--- src/rtl/core/dvse_pkg.sv ---
`timescale 1ns / 1ps

package dvse_pkg;

	// Bits of magnitude carried by the first byte and by each later byte
	localparam int unsigned FIRST_MAG_BITS = 6;
	localparam int unsigned NEXT_MAG_BITS  = 7;

	typedef enum logic [1:0] {
		ST_IDLE,
		ST_CONV,
		ST_EMIT
	} dvse_state_t;

	// controller -> datapath
	typedef struct packed {
		logic load;   // take the request's sample, form the difference
		logic conv;   // form sign and magnitude
		logic emit;   // load the next byte into the output register
	} dvse_cmd_t;

	// datapath -> controller
	typedef struct packed {
		logic last;   // byte about to be emitted ends the sample
	} dvse_sts_t;

endpackage

--- src/rtl/core/dvse_ctrl.sv ---
`timescale 1ns / 1ps

module dvse_ctrl (
	input  logic                clk,
	input  logic                arst_n,
	input  logic                in_valid,
	output logic                in_stall,
	output logic                out_valid,
	input  logic                out_stall,
	output dvse_pkg::dvse_cmd_t cmd,
	input  dvse_pkg::dvse_sts_t sts
);

	dvse_pkg::dvse_state_t state_q, state_d;
	logic                  out_valid_q, out_valid_d;
	logic                  slot_free;

	always_ff @(posedge clk or negedge arst_n) begin
		if (!arst_n) begin
			state_q     <= dvse_pkg::ST_IDLE;
			out_valid_q <= 1'b0;
		end else begin
			state_q     <= state_d;
			out_valid_q <= out_valid_d;
		end
	end

	assign slot_free = !out_valid_q || !out_stall;

	always_comb begin
		state_d     = state_q;
		cmd         = '0;
		in_stall    = 1'b1;
		out_valid_d = out_valid_q && out_stall;
		unique case (state_q)
			dvse_pkg::ST_IDLE: begin
				in_stall = 1'b0;
				if (in_valid) begin
					cmd.load = 1'b1;
					state_d  = dvse_pkg::ST_CONV;
				end
			end
			dvse_pkg::ST_CONV: begin
				cmd.conv = 1'b1;
				state_d  = dvse_pkg::ST_EMIT;
			end
			dvse_pkg::ST_EMIT: begin
				if (slot_free) begin
					cmd.emit    = 1'b1;
					out_valid_d = 1'b1;
					if (sts.last) begin
						state_d = dvse_pkg::ST_IDLE;
					end
				end
			end
			default: begin
				state_d = dvse_pkg::ST_IDLE;
			end
		endcase
	end

	assign out_valid = out_valid_q;

endmodule

--- src/rtl/core/dvse_dp.sv ---
`timescale 1ns / 1ps

module dvse_dp #(
	parameter int unsigned SAMPLE_WIDTH = 32
) (
	input  logic                clk,
	input  logic                arst_n,
	input  logic [31:0]         sample,
	input  logic                first_sample,
	input  dvse_pkg::dvse_cmd_t cmd,
	output dvse_pkg::dvse_sts_t sts,
	output logic [7:0]          code_byte,
	output logic                last_of_sample,
	output logic                clipped_error
);

	localparam logic [SAMPLE_WIDTH-1:0] TOP_BIT = {1'b1, {(SAMPLE_WIDTH-1){1'b0}}};

	logic [SAMPLE_WIDTH-1:0] prev_q;
	logic [SAMPLE_WIDTH-1:0] diff_q;
	logic [SAMPLE_WIDTH-1:0] mag_q;
	logic                    sign_q;
	logic                    clip_q;
	logic                    first_q;
	logic [7:0]              byte_q;
	logic                    last_q;
	logic                    err_q;

	logic [SAMPLE_WIDTH-1:0] cur;
	logic [SAMPLE_WIDTH-1:0] rest_first;
	logic [SAMPLE_WIDTH-1:0] rest_next;
	logic [SAMPLE_WIDTH-1:0] rest;
	logic                    more;
	logic [7:0]              byte_d;

	assign cur = sample[SAMPLE_WIDTH-1:0];

	always_ff @(posedge clk or negedge arst_n) begin
		if (!arst_n) begin
			prev_q <= '0;
		end else if (cmd.load) begin
			prev_q <= cur;
		end
	end

	assign rest_first = mag_q >> dvse_pkg::FIRST_MAG_BITS;
	assign rest_next  = mag_q >> dvse_pkg::NEXT_MAG_BITS;
	assign rest       = first_q ? rest_first : rest_next;
	assign more       = !clip_q && (rest != '0);

	always_comb begin
		if (clip_q) begin
			byte_d = 8'h00;
		end else if (first_q) begin
			byte_d = {more, mag_q[5:0], sign_q};
		end else begin
			byte_d = {more, mag_q[6:0]};
		end
	end

	assign sts.last = !more;

	always_ff @(posedge clk) begin
		if (cmd.load) begin
			// wraps to the sample width
			diff_q <= first_sample ? cur : cur - prev_q;
		end
		if (cmd.conv) begin
			sign_q  <= diff_q[SAMPLE_WIDTH-1];
			mag_q   <= diff_q[SAMPLE_WIDTH-1] ? (~diff_q + SAMPLE_WIDTH'(1)) : diff_q;
			clip_q  <= (diff_q == TOP_BIT);
			first_q <= 1'b1;
		end
		if (cmd.emit) begin
			byte_q  <= byte_d;
			last_q  <= !more;
			err_q   <= clip_q;
			mag_q   <= rest;
			first_q <= 1'b0;
		end
	end

	assign code_byte      = byte_q;
	assign last_of_sample = last_q;
	assign clipped_error  = err_q;

endmodule

--- src/rtl/core/delta_varint_sample_encoder_top.sv ---
`timescale 1ns / 1ps

// Delta varint sample encoder. Each request carries one signed sample; the block
// codes its difference from the previous sample (zero when first_sample is set)
// as 1 to 5 bytes, sign in bit 0 of the first byte, bit 7 set while more bytes
// follow. A difference equal to the most negative value gives a single result with
// clipped_error set and code_byte zero. Each item first forms the difference, then
// sign and magnitude, then sends one byte per cycle through the output register
// while the output is not stalled. The next request is taken as soon as the last
// byte sits in the output register.
module delta_varint_sample_encoder_top #(
	parameter int unsigned SAMPLE_WIDTH = 32
) (
	input  logic        clk,
	input  logic        arst_n,
	input  logic        in_valid,
	output logic        in_stall,
	input  logic [31:0] sample,
	input  logic        first_sample,
	output logic        out_valid,
	input  logic        out_stall,
	output logic [7:0]  code_byte,
	output logic        last_of_sample,
	output logic        clipped_error
);

	dvse_pkg::dvse_cmd_t cmd;
	dvse_pkg::dvse_sts_t sts;

	dvse_ctrl u_ctrl (
		.clk       (clk),
		.arst_n    (arst_n),
		.in_valid  (in_valid),
		.in_stall  (in_stall),
		.out_valid (out_valid),
		.out_stall (out_stall),
		.cmd       (cmd),
		.sts       (sts)
	);

	dvse_dp #(
		.SAMPLE_WIDTH (SAMPLE_WIDTH)
	) u_dp (
		.clk            (clk),
		.arst_n         (arst_n),
		.sample         (sample),
		.first_sample   (first_sample),
		.cmd            (cmd),
		.sts            (sts),
		.code_byte      (code_byte),
		.last_of_sample (last_of_sample),
		.clipped_error  (clipped_error)
	);

endmodule
--- config.mk ---
export PLATFORM = sky130hd
export DESIGN_NAME = delta_varint_sample_encoder_top
export DESIGN_NICKNAME = d
export VERILOG_FILES = /design/src/rtl/core/dvse_pkg.sv /design/src/rtl/core/dvse_ctrl.sv /design/src/rtl/core/dvse_dp.sv /design/src/rtl/core/delta_varint_sample_encoder_top.sv
export SDC_FILE = /design/constraint.sdc
export NUM_CORES = 1
export LEC_CHECK = 0
export ABC_AREA = 0
export CAP_MARGIN = 20
export CORE_MARGIN = 4
export CORE_UTILIZATION = 25
export CTS_CLUSTER_SIZE = 30
export DETAILED_ROUTE_END_ITERATION = 7
export DONT_BUFFER_PORTS = 1
export SLEW_MARGIN = 20
export SYNTH_ARGS = -nofsm -noshare
export SYNTH_HDL_FRONTEND = slang
export SYNTH_SLANG_ARGS = --single-unit
--- constraint.sdc ---
create_clock -name clk -period 2.6 [get_ports clk]
set_input_delay 0.13 -clock clk [delete_from_list [all_inputs] [get_ports clk]]
set_output_delay 0.13 -clock clk [all_outputs]
set_load 0.02 [all_outputs]
* Word-level counts from Yosys, hierarchy flattened
Cells that the tools add are included.
W data, S select, Z words.
** Operators by class
- Add/sub/neg operators :: 2
- Equal/unequal tests :: 6
- Multiplexer cells :: 18
- Bitwise operators :: 1
- Reductions and logical operators :: 11
** Operator list (count)
- $mux W32 :: 4
- $add A32 B1 Y32 const B :: 1
- $eq A32 B32 Y1 const B :: 1
- $not A32 Y32 :: 1
- $reduce_bool A32 Y1 :: 1
- $sub A32 B32 Y32 :: 1
- $mux W26 :: 1
- $mux W1 :: 8
- $mux W7 :: 1
- $mux W2 :: 3
- $pmux W2 S3 :: 1
- $logic_not A1 Y1 :: 4
- $ne A2 B2 Y1 const B :: 2
- $reduce_and A3 Y1 :: 1
- $eq A2 B1 Y1 const B :: 1
- $eq A2 B2 Y1 const B :: 1
- $logic_and A1 B1 Y1 :: 2
- $logic_not A2 Y1 :: 1
- $ne A2 B1 Y1 const B :: 1
- $reduce_bool A2 Y1 :: 1
- $logic_or A1 B1 Y1 :: 1
** Word-level totals
- Flip-flop bits (word level) :: 112
- Input port bits :: 37
- Output and inout port bits :: 12
- Logic and storage cells :: 49

* Logic depth before layout (Yosys ltp)
Gate-level depths: netlist of the first run.
- Word-level depth :: 6
- Mapped depth :: 10
- Gate-level depth less buffers :: 10

* Cells and area by module
A second synthesis of the first run with hierarchy kept.
** Unflattened totals
- Cell total of the unflattened synthesis :: 779
- Area total of the unflattened synthesis :: 7191.9 sq um
** Modules (own cells, without submodules)
- dvse_dp :: times used 1, cells each 764, area an instance 7051.8 sq um, sequential area each 3103.0 sq um
- dvse_ctrl :: times used 1, cells each 15, area an instance 140.1 sq um, sequential area each 75.1 sq um

* Least setup slack after synthesis of the first run
OpenSTA, ideal clock, no wires.
- Kind :: register -> register
- From :: register u_ctrl.state_q[1]
- To :: register u_dp.diff_q[0], enable pin
- Library setup time :: 0.406 ns
- Arrival time :: 2.171 ns
- Required time :: 2.194 ns
- Path slack :: 0.023 ns
- Stages on the path, launching flop included :: 4
- Buffers on the path :: 1
- Clock period less this slack :: 2.577 ns
- Cells stage by stage :: dfrtp_1 -> or2_2 -> nor2_1 -> clkbuf_1
** RTL lines
- start: declaration :: RTL line dvse_ctrl.sv:14 : dvse_pkg::dvse_state_t state_q, state_d;
- start signal: assignment :: RTL line dvse_ctrl.sv:20 : state_q <= dvse_pkg::ST_IDLE;
- start signal: assignment :: RTL line dvse_ctrl.sv:23 : state_q <= state_d;
- end signal: assignment :: RTL line dvse_dp.sv:66 : diff_q <= first_sample ? cur : cur - prev_q;
- end: declaration :: RTL line dvse_dp.sv:20 : logic [SAMPLE_WIDTH-1:0] diff_q;

* Worst setup path in the final report of the first run
- From :: register u_dp.prev_q[2]
- To :: register u_dp.diff_q[17], data pin
** Between the ends
- Longest elaborated chain between the ends :: 2
** RTL lines
- start: declaration :: RTL line dvse_dp.sv:19 : logic [SAMPLE_WIDTH-1:0] prev_q;
- start signal: assignment :: RTL line dvse_dp.sv:42 : prev_q <= cur;
- $sub A32 B32 Y32 :: RTL line dvse_dp.sv:66
- $mux W32 :: RTL line dvse_dp.sv:66
No other way between the ends.
A chain may end at the register's enable or synchronous reset.

==> results of run 1 <==
## cells in the final DEF (no fill, tap or decap), types with 5 or more instances in the layout
master         count
a21oi_2            5
dlygate4sd3_1     38
ha_1              29
nand2b_1           9
o21bai_1           9
nor3_1             7
o31ai_1           10
nor2_1            56
nor2b_1           10
or3_1              7
clkbuf_16          9
o21ai_1            7
o211ai_1           9
o21ai_0           68
a211oi_1           8
nor4_1             5
xor2_1            22
nand4_1           11
a21o_1            15
nand2_1           98
mux2i_1           30
edfxtp_1          76
o21a_1             5
nand3_1            5
a21oi_1           51
inv_1             47
buf_4             55
xnor2_1           30
dfrtp_1           35
## through the flow
step	instances	power, mW	worst slack [ns]
floorplan	777	7.06	0.0230
global placement	1167	8.37	0.0124
detailed placement	1167	8.46	-0.0651
CTS	1223	9.98	0.00141
global route	1226	11.0	-0.0473
finish	1226	10.1	0.0927
## area by class of cell
type / instances / share of cell area
Multi-Input combinational cell: 577 / 0.440
Sequential cell: 112 / 0.360
Timing Repair Buffer: 95 / 0.0934
Tap cell: 378 / 0.0536
Clock buffer: 9 / 0.0255
Inverter: 48 / 0.0204
Clock inverter: 7 / 0.00695
## final timing paths
| kind | start | to | cells after the start | slack (ns) |
|---|---|---|---|---|
| worst max register to register | u_dp.prev_q[2] | u_dp.diff_q[17] | 9 | 0.09 |
| max in group asynchronous | arst_n | u_dp.prev_q[29] | 2 | 2.13 |
| min in group asynchronous | arst_n | u_ctrl.out_valid | 2 | 0.25 |
| worst max-delay path | u_dp.prev_q[2] | u_dp.diff_q[17] | 9 | 0.09 |
| worst min-delay path | sample[13] | u_dp.diff_q[13] | 2 | 0.001 |
| worst min register to register | u_ctrl.state_q[1] | u_ctrl.out_valid | 2 | 0.52 |
## registers in the layout, indices dropped and copies added (netlist names)
signal,flops
u_ctrl.out_valid,1
u_dp.clip_q,1
u_dp.clipped_error,1
u_dp.prev_q,32
u_dp.first_q,1
u_dp.sign_q,1
u_dp.diff_q,32
u_dp.mag_q,32
u_ctrl.state_q,2
u_dp.code_byte,8
u_dp.last_of_sample,1
## worst max-delay path, cell delays in order (launching register included)
cell	delay [ns]
dfrtp_1	0.34
inv_1	0.05
ha_1	0.33
o211ai_1	0.22
a21oi_2	0.10
o211ai_1	0.30
a21oi_2	0.12
o31a_1	0.30
o21a_1	0.17
o31ai_1	0.35
## routing by layer
metal,wire [microns],vias to the layer above,GRT usage
met3,869,20,0.0223
li1,-,2929,-
met5,0,-,0
met2,8350,135,0.190
met1,8410,2661,0.155
met4,352,0,0.0358
## cell families (layout without fill, tap and decap cells)
kind of cell,Yosys count,in the layout,synth area share
compound gates,217,217,0.184
mux,34,34,0.0478
fa+ha+maj,33,33,0.0582
xor+xnor,53,53,0.0653
buf+inv,88,159,0.0461
simple gates,240,240,0.159
flops,112,112,0.440
## power by group
group / leakage [nW] / switching, mW / internal [mW]
clock: 0.143 / 0.707 / 0.677
sequential: 1.16 / 0.624 / 2.98
combinational: 2.17 / 2.82 / 2.28
total: 3.47 / 4.15 / 5.94
## repair_timing
| item | CTS | global route |
|---|---|---|
| resized for setup | 5 | 34 |
| hold endpoints to repair | 85 | 0 |
| setup buffers | 1 | 3 |
| setup endpoints to repair | 6 | 20 |
| pin swaps | 2 | 15 |
| hold buffers | 39 | 0 |
==> impl_metrics.csv, run 1 <==
group,metric,value,unit
cts,cts.sinks,112,
route,wl_per_cell,14.7,microns
cts,clockBufferDepth,2,
layout,num-fill-cells,2908,
layout,final_core_util,0.313,
die,start_util,0.257,
synthesis,yosysMostFrequentCell,"nand2_1",
timing,slew-limit-headroom,0.406,
synthesis,synth_area_leaders,"edfxtp_1, dfrtp_1, ha_1, o21ai_0, nand2_1",
timing,whs,0.000998,ns
grt,grt_pass1_vias,5806,
synthesis,syn_nets,847,
timing,finClkSkew,0.0158,ns
worst_setup_path,required,2.73,ns
worst_setup_path,cp_max_fo,4,
layout,area_growth_syn_to_layout,22.1,%
layout,nets,913,
worst_setup_path,endpoint_kind,"register",
timing,setup_viol,0,
route,via_count,5745,
pwr,p_leak,3.47,nW
grt,grt_max_degree,54,
timing,fin_tns_setup,0,ns
timing,fin_crit,2.51,ns
cts,cts_root_buf,"clkbuf_16",
grt,grt-ovfl-total,0,
layout,drive_above_1_share,0.137,
route,antenna_left,0,
grt,antenna_found_initial,0,
job,cap_violations,0,
die,ios,49,
grt,grt_first_pass_wirelength,29700,microns
synthesis,synth_seq_cells,112,
grt,track_usage,0.116,
layout,register_area,3180,sq um
worst_setup_path,cp.arrival,2.64,ns
synthesis,synth_edf_count,76,
synthesis,yosys.area.top_type,"edfxtp_1",
cts,clkTransAtPathRegs,0.08,ns
route,drc,0,
route,drt-total-wl,18000,microns
timing,final-hold-violation-count,0,
worst_setup_path,path_class,"reg -> reg",
worst_setup_path,start_kind,"register",
synthesis,synthTopCellsByCount,"nand2_1, edfxtp_1, o21ai_0",
placement,portBuffers,0,
synthesis,yosysWarnings,0,
min_path,hp-class,"in -> reg",
synthesis,seq_area_frac_synth,0.440,
route,initialDrtViolationCount,306,
layout,multi_input_area,3880,sq um
timing,grt_setup_unrepaired,"true",
die,rows,61,
timing,min_period_over_period,0.964,
synthesis,netlist_instances,777,
cts,clk_latency,0.36,ns
synthesis,async_reset_ff_frac,0.313,
synthesis,synth_top_area_share,0.316,
pwr,ir_drop,0.398,mV
cts,htree_levels,3,
die,core_region_area,28200,sq um
cts,cts_tree,"built",
placement,dpl-instance-area,7950,sq um
die,die-height,178,microns
layout,fin_area,8830,sq um
timing,fmax,0.399,GHz
synthesis,avgSynthCellArea,9.30,sq um
cts,cts_buffers,9,
synthesis,ys_types,61,
timing,slew_violations,0,
timing,worst_slew_pin_slew,0.891,ns
route,drt-vias-per-instance,4.69,
placement,gp_congestion,0.862,
synthesis,synth_ff_type,"edfxtp_1",
die,chipWidth,178,microns
layout,diodes,0,
route,first_pass_iters,4,
pwr,power_density,1140,nW/um^2
synthesis,syn_area,7230,sq um
placement,dpl.hpwl,13100,microns
die,die_area,31700,sq um
outcome,status,"completed",
No activity file was read; power rests on OpenSTA's default activity.
==> run 2, diff against run 1 <==
Settings changed: ABC_AREA 0 to 1, TNS_END_PERCENT from default to 50.
==> impl_metrics.csv, run 2 <==
group,metric,value,unit
grt,antenna_found_initial,0,
route,wl_per_cell,13.1,microns
cts,clk_latency,0.37,ns
layout,final_common_cell,"nand2_1",
timing,min_period_over_period,0.834,
die,die-height,188,microns
placement,gp_congestion,0.855,
cts,cts_buffers,9,
synthesis,netlist_instances,1197,
placement,dpl.hpwl,16500,microns
synthesis,synth_simple_gate_area_frac,0.328,
worst_setup_path,cp_max_fo,5,
die,rows,65,
synthesis,yosysWarnings,0,
synthesis,yosys.area.top_type,"edfxtp_1",
route,drt-vias-per-instance,4.34,
synthesis,synth_xor_area_frac,0.0238,
timing,finClkSkew,0.0162,ns
layout,num-fill-cells,3431,
cts,cts.sinks,112,
grt,grt-ovfl-total,0,
timing,fin_ws,0.432,ns
cts,cts_tree,"built",
die,die_area,35400,sq um
synthesis,async_reset_ff_frac,0.313,
placement,portBuffers,0,
synthesis,synth_top_family_by_area,"simple AND/OR/NAND/NOR gates",
route,first_pass_iters,5,
layout,largestRegisters,"u_dp.diff_q (32), u_dp.mag_q (32), u_dp.prev_q (32)",
worst_setup_path,crit_start,"sample[0]",
synthesis,syn_area,8110,sq um
synthesis,synthMuxAreaShare,0.00123,
pwr,power_density,1080,nW/um^2
synthesis,yosysMostFrequentCell,"nand2_1",
layout,area_growth_syn_to_layout,14.7,%
timing,final-hold-violation-count,0,
outcome,status,"completed",
pwr,ir_drop,0.398,mV
layout,drive_above_1_share,0.0438,
die,core_region_area,31800,sq um
cts,clockBufferDepth,2,
worst_setup_path,r2r-start,"u_dp.prev_q[0]",
synthesis,synth_area_leaders,"edfxtp_1, nand2_1, dfrtp_1, inv_1, o21ai_0",
pwr,p_leak,4.56,nW
synthesis,syn_nets,1267,
synthesis,synth_edf_count,76,
timing,setup_viol,0,
layout,diodes,0,
synthesis,synthTopCellsByCount,"nand2_1, inv_1, nor2_1",
timing,slew_violations,0,
route,drc,0,
synthesis,seq_area_frac_synth,0.392,
synthesis,synth_seq_cells,112,
layout,final_cell_mix,"nand2_1, inv_1, nor2_1",
synthesis,synth_top_area_share,0.282,
timing,fmax,0.461,GHz
placement,place_ws,0.492,ns
timing,fin_tns_setup,0,ns
route,initialDrtViolationCount,501,
die,ios,49,
synthesis,avgSynthCellArea,6.77,sq um
grt,grt_max_degree,72,
cts,clkTransAtPathRegs,0.08,ns
worst_setup_path,cp.arrival,2.29,ns
route,drt-total-wl,21900,microns
timing,worst_slew_pin_slew,0.517,ns
grt,grt_pass1_vias,7056,
cts,htree_levels,3,
die,start_util,0.255,
timing,fin_crit,2.17,ns
timing,grt_setup_unrepaired,"false",
worst_setup_path,required,2.72,ns
route,via_count,7242,
layout,multi_input_area,4010,sq um
synthesis,synthAdderAreaFrac,0.0519,
min_path,hold_start,"first_sample",
worst_setup_path,endpoint_kind,"register",
worst_setup_path,path_class,"in -> reg",
die,chipWidth,188,microns
route,antenna_left,0,
cts,post-cts-setup-buffer-count,0,
grt,track_usage,0.125,
cts,cts_root_buf,"clkbuf_16",
layout,register_area,3180,sq um
synthesis,ys_types,38,
grt,grt_first_pass_wirelength,35900,microns
min_path,hp-class,"in -> reg",
layout,nets,1298,
layout,final_core_util,0.292,
synthesis,synth_compound_area_frac,0.0895,
timing,slew-limit-headroom,0.654,
synthesis,synth_ff_type,"edfxtp_1",
job,cap_violations,0,
worst_setup_path,start_kind,"input port",
==> run 2: cell count changes after synthesis, moves of 10 or more <==
cell and delta:
nand3_1 +70, o21ai_0 +20, a21oi_1 -27, inv_1 +161, nor2_1 +49, xor2_1 -10, clkbuf_1 -17, nor2b_1 -11
mux2i_1 -29, a21o_1 -14, nand2_1 +326, xnor2_1 -20, o31ai_1 -10
==> run 2: final cells by class <==
class / instances / share of cell area
multi-input combinational: 846 / 0.431
sequential: 112 / 0.342
inverter: 212 / 0.0856
tap: 435 / 0.0585
timing repair buffer: 47 / 0.0506
clock buffer: 9 / 0.0242
clock inverter: 7 / 0.00807
==> run 2: metrics by stage <==
stage	cells	instance area, sq um	power (mW)	hold slack [ns]
floorplan	1197	8110	7.27	-0.166
global placement	1614	8610	8.47	-0.163
detailed placement	1614	8610	8.54	-0.163
CTS	1667	9290	10.1	0.000440
global route	1668	9300	11.0	0.00847
finish	1668	9300	10.0	0.00209
==> run 2: power by group <==
group          leakage (nW)  total, mW  internal (mW)  switching (mW)
Sequential             1.16       3.38           2.94           0.445
Clock                 0.147       1.41          0.681           0.731
Combinational          3.25       5.21           1.74            3.47
Total                  4.56       10.0           5.36            4.64
==> run 2: worst paths after layout <==
| path | to | slack [ns] | cells past startpoint |
|---|---|---|---|
| max in group asynchronous | u_dp.prev_q[19] | 2.11 | 2 |
| max | u_dp.diff_q[30] | 0.43 | 14 |
| min | u_dp.diff_q[23] | 0.002 | 2 |
| min reg2reg | u_dp.prev_q[3] | 0.50 | 2 |
| min in group asynchronous | u_dp.prev_q[17] | 0.29 | 2 |
| max reg2reg | u_dp.diff_q[30] | 0.44 | 12 |
==> run 2: kinds of logic after synthesis <==
logic type | count (synthesis)
compound gates | 140
xor+xnor | 22
fa+ha+maj | 33
buf+inv | 239
flops | 112
mux | 1
simple gates | 650
==> run 2: timing repair <==
action | 4_1_cts | 5_1_grt
hold buffers | 37 | 1
endpoints found under the hold margin | 77 | 1
resized for setup | 0 | 0
==> run 2: per-layer routing <==
layer | vias up | routed length, microns | GRT usage
met2 | 116 | 11000 | 0.225
li1 | 3815 | - | -
met3 | 22 | 824 | 0.0164
met1 | 3289 | 9570 | 0.154
met4 | 0 | 452 | 0.0409
met5 | - | 0 | 0
==> run 2: worst max-delay path: stages <==
cell	delay, ns
dlygate4sd3_1	0.56
inv_1	0.06
ha_1	0.22
fa_1	0.36
inv_1	0.13
nand2_1	0.07
nand3_1	0.11
nand2_1	0.08
nand2_1	0.21
nand2_1	0.11
nand2_1	0.08
nand2_1	0.05
nand3_1	0.06
nand2_1	0.05
==> run 3, diff against run 2 <==
Clock period 2.6 ns to 2 ns, I/O delays scaled along.
==> impl_metrics.csv, run 3 (same netlist as run 2, synthesis figures left out) <==
group,metric,value,unit
grt,grt_first_pass_wirelength,36900,microns
grt,grt_max_degree,39,
route,wl_per_cell,13.5,microns
route,wl_met2,11500,microns
die,die_area,35400,sq um
layout,drive_above_1_share,0.162,
grt,track_usage,0.128,
route,wl_met1,10000,microns
die,start_util,0.255,
die,core_region_area,31800,sq um
layout,multi_input_area,4610,sq um
die,chipWidth,188,microns
route,initialDrtViolationCount,466,
cts,cts_buffers,9,
route,via_count,7514,
cts,cts_tree,"built",
timing,grt_setup_unrepaired,"true",
worst_setup_path,cp.arrival,2.06,ns
pwr,power_density,1430,nW/um^2
route,dr_wl_met3,749,microns
timing,fmax,0.515,GHz
pwr,clkPwrFrac,0.125,
route,drt-total-wl,23000,microns
placement,dpl.hpwl,17000,microns
layout,area_growth_syn_to_layout,26.0,%
cts,cts.sinks,112,
cts,htree_levels,3,
worst_setup_path,r2r-start,"u_dp.prev_q[2]",
min_path,holdPathEnd,"u_dp.diff_q[28]",
worst_setup_path,path_class,"reg -> reg",
layout,register_area,3180,sq um
worst_setup_path,endpoint_kind,"register",
pwr,p_comb_frac,0.576,
pwr,power_frac_seq,0.299,
grt,antenna_found_initial,1,
layout,final_cell_mix,"nand2_1, inv_1, o21ai_0",
pwr,p_sw,6.66,mW
worst_setup_path,cp_max_fo,6,
timing,worst_slew_pin_slew,0.819,ns
layout,num-fill-cells,3378,
die,die-height,188,microns
worst_setup_path,path_buf_inv,2,
grt,grt-ovfl-total,0,
pwr,swShare,0.455,
pwr,power,14.6,mW
min_path,worstHoldPathCells,2,
layout,largestRegisters,"u_dp.diff_q (32), u_dp.mag_q (32), u_dp.prev_q (32)",
outcome,violations,"negative hold slack",
worst_setup_path,reg2reg_setup_slack,0.06,ns
worst_setup_path,rr_endpoint,"u_dp.diff_q[29]",
worst_setup_path,required,2.12,ns
pwr,p_leak,4.80,nW
route,antenna_left,0,
pwr,p_int,7.97,mW
grt,grt_pass1_vias,7389,
timing,slew_violations,0,
route,first_pass_iters,5,
worst_setup_path,crit_family,"simple AND/OR/NAND/NOR gates",
layout,fin_cells,1708,
route,drt-vias-per-instance,4.40,
timing,min_period_over_period,0.970,
layout,final_common_cell,"nand2_1",
layout,nets,1337,
placement,gp_congestion,0.919,
worst_setup_path,crit_slowest_cell,"dfrtp_1",
worst_setup_path,cpPeakStageDelay,0.37,ns
cts,clockBufferDepth,2,
outcome,status,"finished, violations left",
cts,clkTransAtPathRegs,0.08,ns
timing,fin_crit,1.94,ns
timing,fin_tns_setup,0,ns
route,drc,0,
timing,slew-limit-headroom,0.452,
min_path,hp-class,"in -> reg",
pwr,ir_drop,0.509,mV
cts,cts_root_buf,"clkbuf_16",
die,rows,65,
route,top_layer,"met4",
timing,finClkSkew,0.0173,ns
worst_setup_path,start_kind,"register",
min_path,hold_start,"sample[28]",
placement,placed_cells,1649,
timing,final-hold-violation-count,1,
placement,portBuffers,0,
worst_setup_path,reg2reg_depth,15,
timing,setup_viol,0,
job,cap_violations,0,
worst_setup_path,critPathMostFrequentCell,"nand2_2",
timing,whs,-0.00865,ns
cts,clk_latency,0.36,ns
worst_setup_path,critical_path.cell_chain,"inv_2 > ha_4 > nand2_1 > nand2_2 > inv_1 > nand2_2 > nand2_2 > nand2_2 > nand2_1 > nand2_2 > nand2_2 > nand2_1 > nand2_1 > nand3_1 > nand2_2",
die,ios,49,
[run 3: stage by stage]
| stage | utilization | area (sq um) | hold WS (ns) | worst slack, ns |
|---|---|---|---|---|
| 6_report | 0.321 | 10200 | -0.00865 | 0.0590 |
| 2_1_floorplan | - | 8110 | -0.196 | 0.0963 |
| 3_5_place_dp | 0.280 | 8900 | -0.193 | -0.101 |
| 3_3_place_gp | 0.280 | 8900 | -0.193 | -0.0399 |
| 4_1_cts | 0.305 | 9690 | 0.000401 | 0.000938 |
| 5_1_grt | 0.321 | 10200 | 0.00186 | -0.0591 |
[run 3: worst max-delay path by stage]
stage / cells after the start / end / from
finish: 15 / u_dp.diff_q[29] / u_dp.prev_q[2]
global route: 15 / u_dp.diff_q[29] / u_dp.prev_q[2]
CTS: 14 / u_dp.diff_q[29] / u_dp.prev_q[0]
detailed placement: 12 / u_dp.diff_q[20] / u_dp.prev_q[0]
global placement: 12 / u_dp.diff_q[20] / u_dp.prev_q[0]
floorplan: 12 / u_dp.diff_q[20] / u_dp.prev_q[0]
[run 3: repair_timing]
action | CTS | global route
pin swaps | 1 | 21
hold buffers | 37 | 0
gates resized for setup | 14 | 125
endpoints found under the hold margin | 85 | 0
cloned | 0 | 0
setup buffers | 0 | 5
endpoints found under the setup margin | 16 | 36
[run 3: routing by layer]
metal | vias to the layer above | global-route usage
li1 | 3887 | -
met1 | 3432 | 0.156
met5 | - | 0
met2 | 153 | 0.229
met3 | 42 | 0.0201
met4 | 0 | 0.0457
[run 3: final cells by class]
type	count	share of cell area
antenna	1	0.000245
inverter	212	0.0779
multi-input combinational	846	0.451
tap	435	0.0533
clock buffer	9	0.0221
timing repair buffer	86	0.0769
sequential	112	0.311
clock inverter	7	0.00723
[run 3: power groups by stage]
stage               combinational (mW)  clock (mW)  sequential, mW
finish                            8.42        1.83            4.38
global route                      9.54        1.97            4.48
CTS                               7.49        1.88            4.38
detailed placement                7.18           0            4.43
global placement                  7.09           0            4.40
floorplan                         5.16           0            4.30
[run 3: worst register-to-register path, stage by stage (launching register included)]
cell and delay (ns):
dfrtp_1 0.37, inv_2 0.05, ha_4 0.29, nand2_1 0.06, nand2_2 0.06, inv_1 0.05, nand2_2 0.10, nand2_2 0.07
nand2_2 0.07, nand2_1 0.07, nand2_2 0.15, nand2_2 0.08, nand2_1 0.06, nand2_1 0.05, nand3_1 0.09, nand2_2 0.07
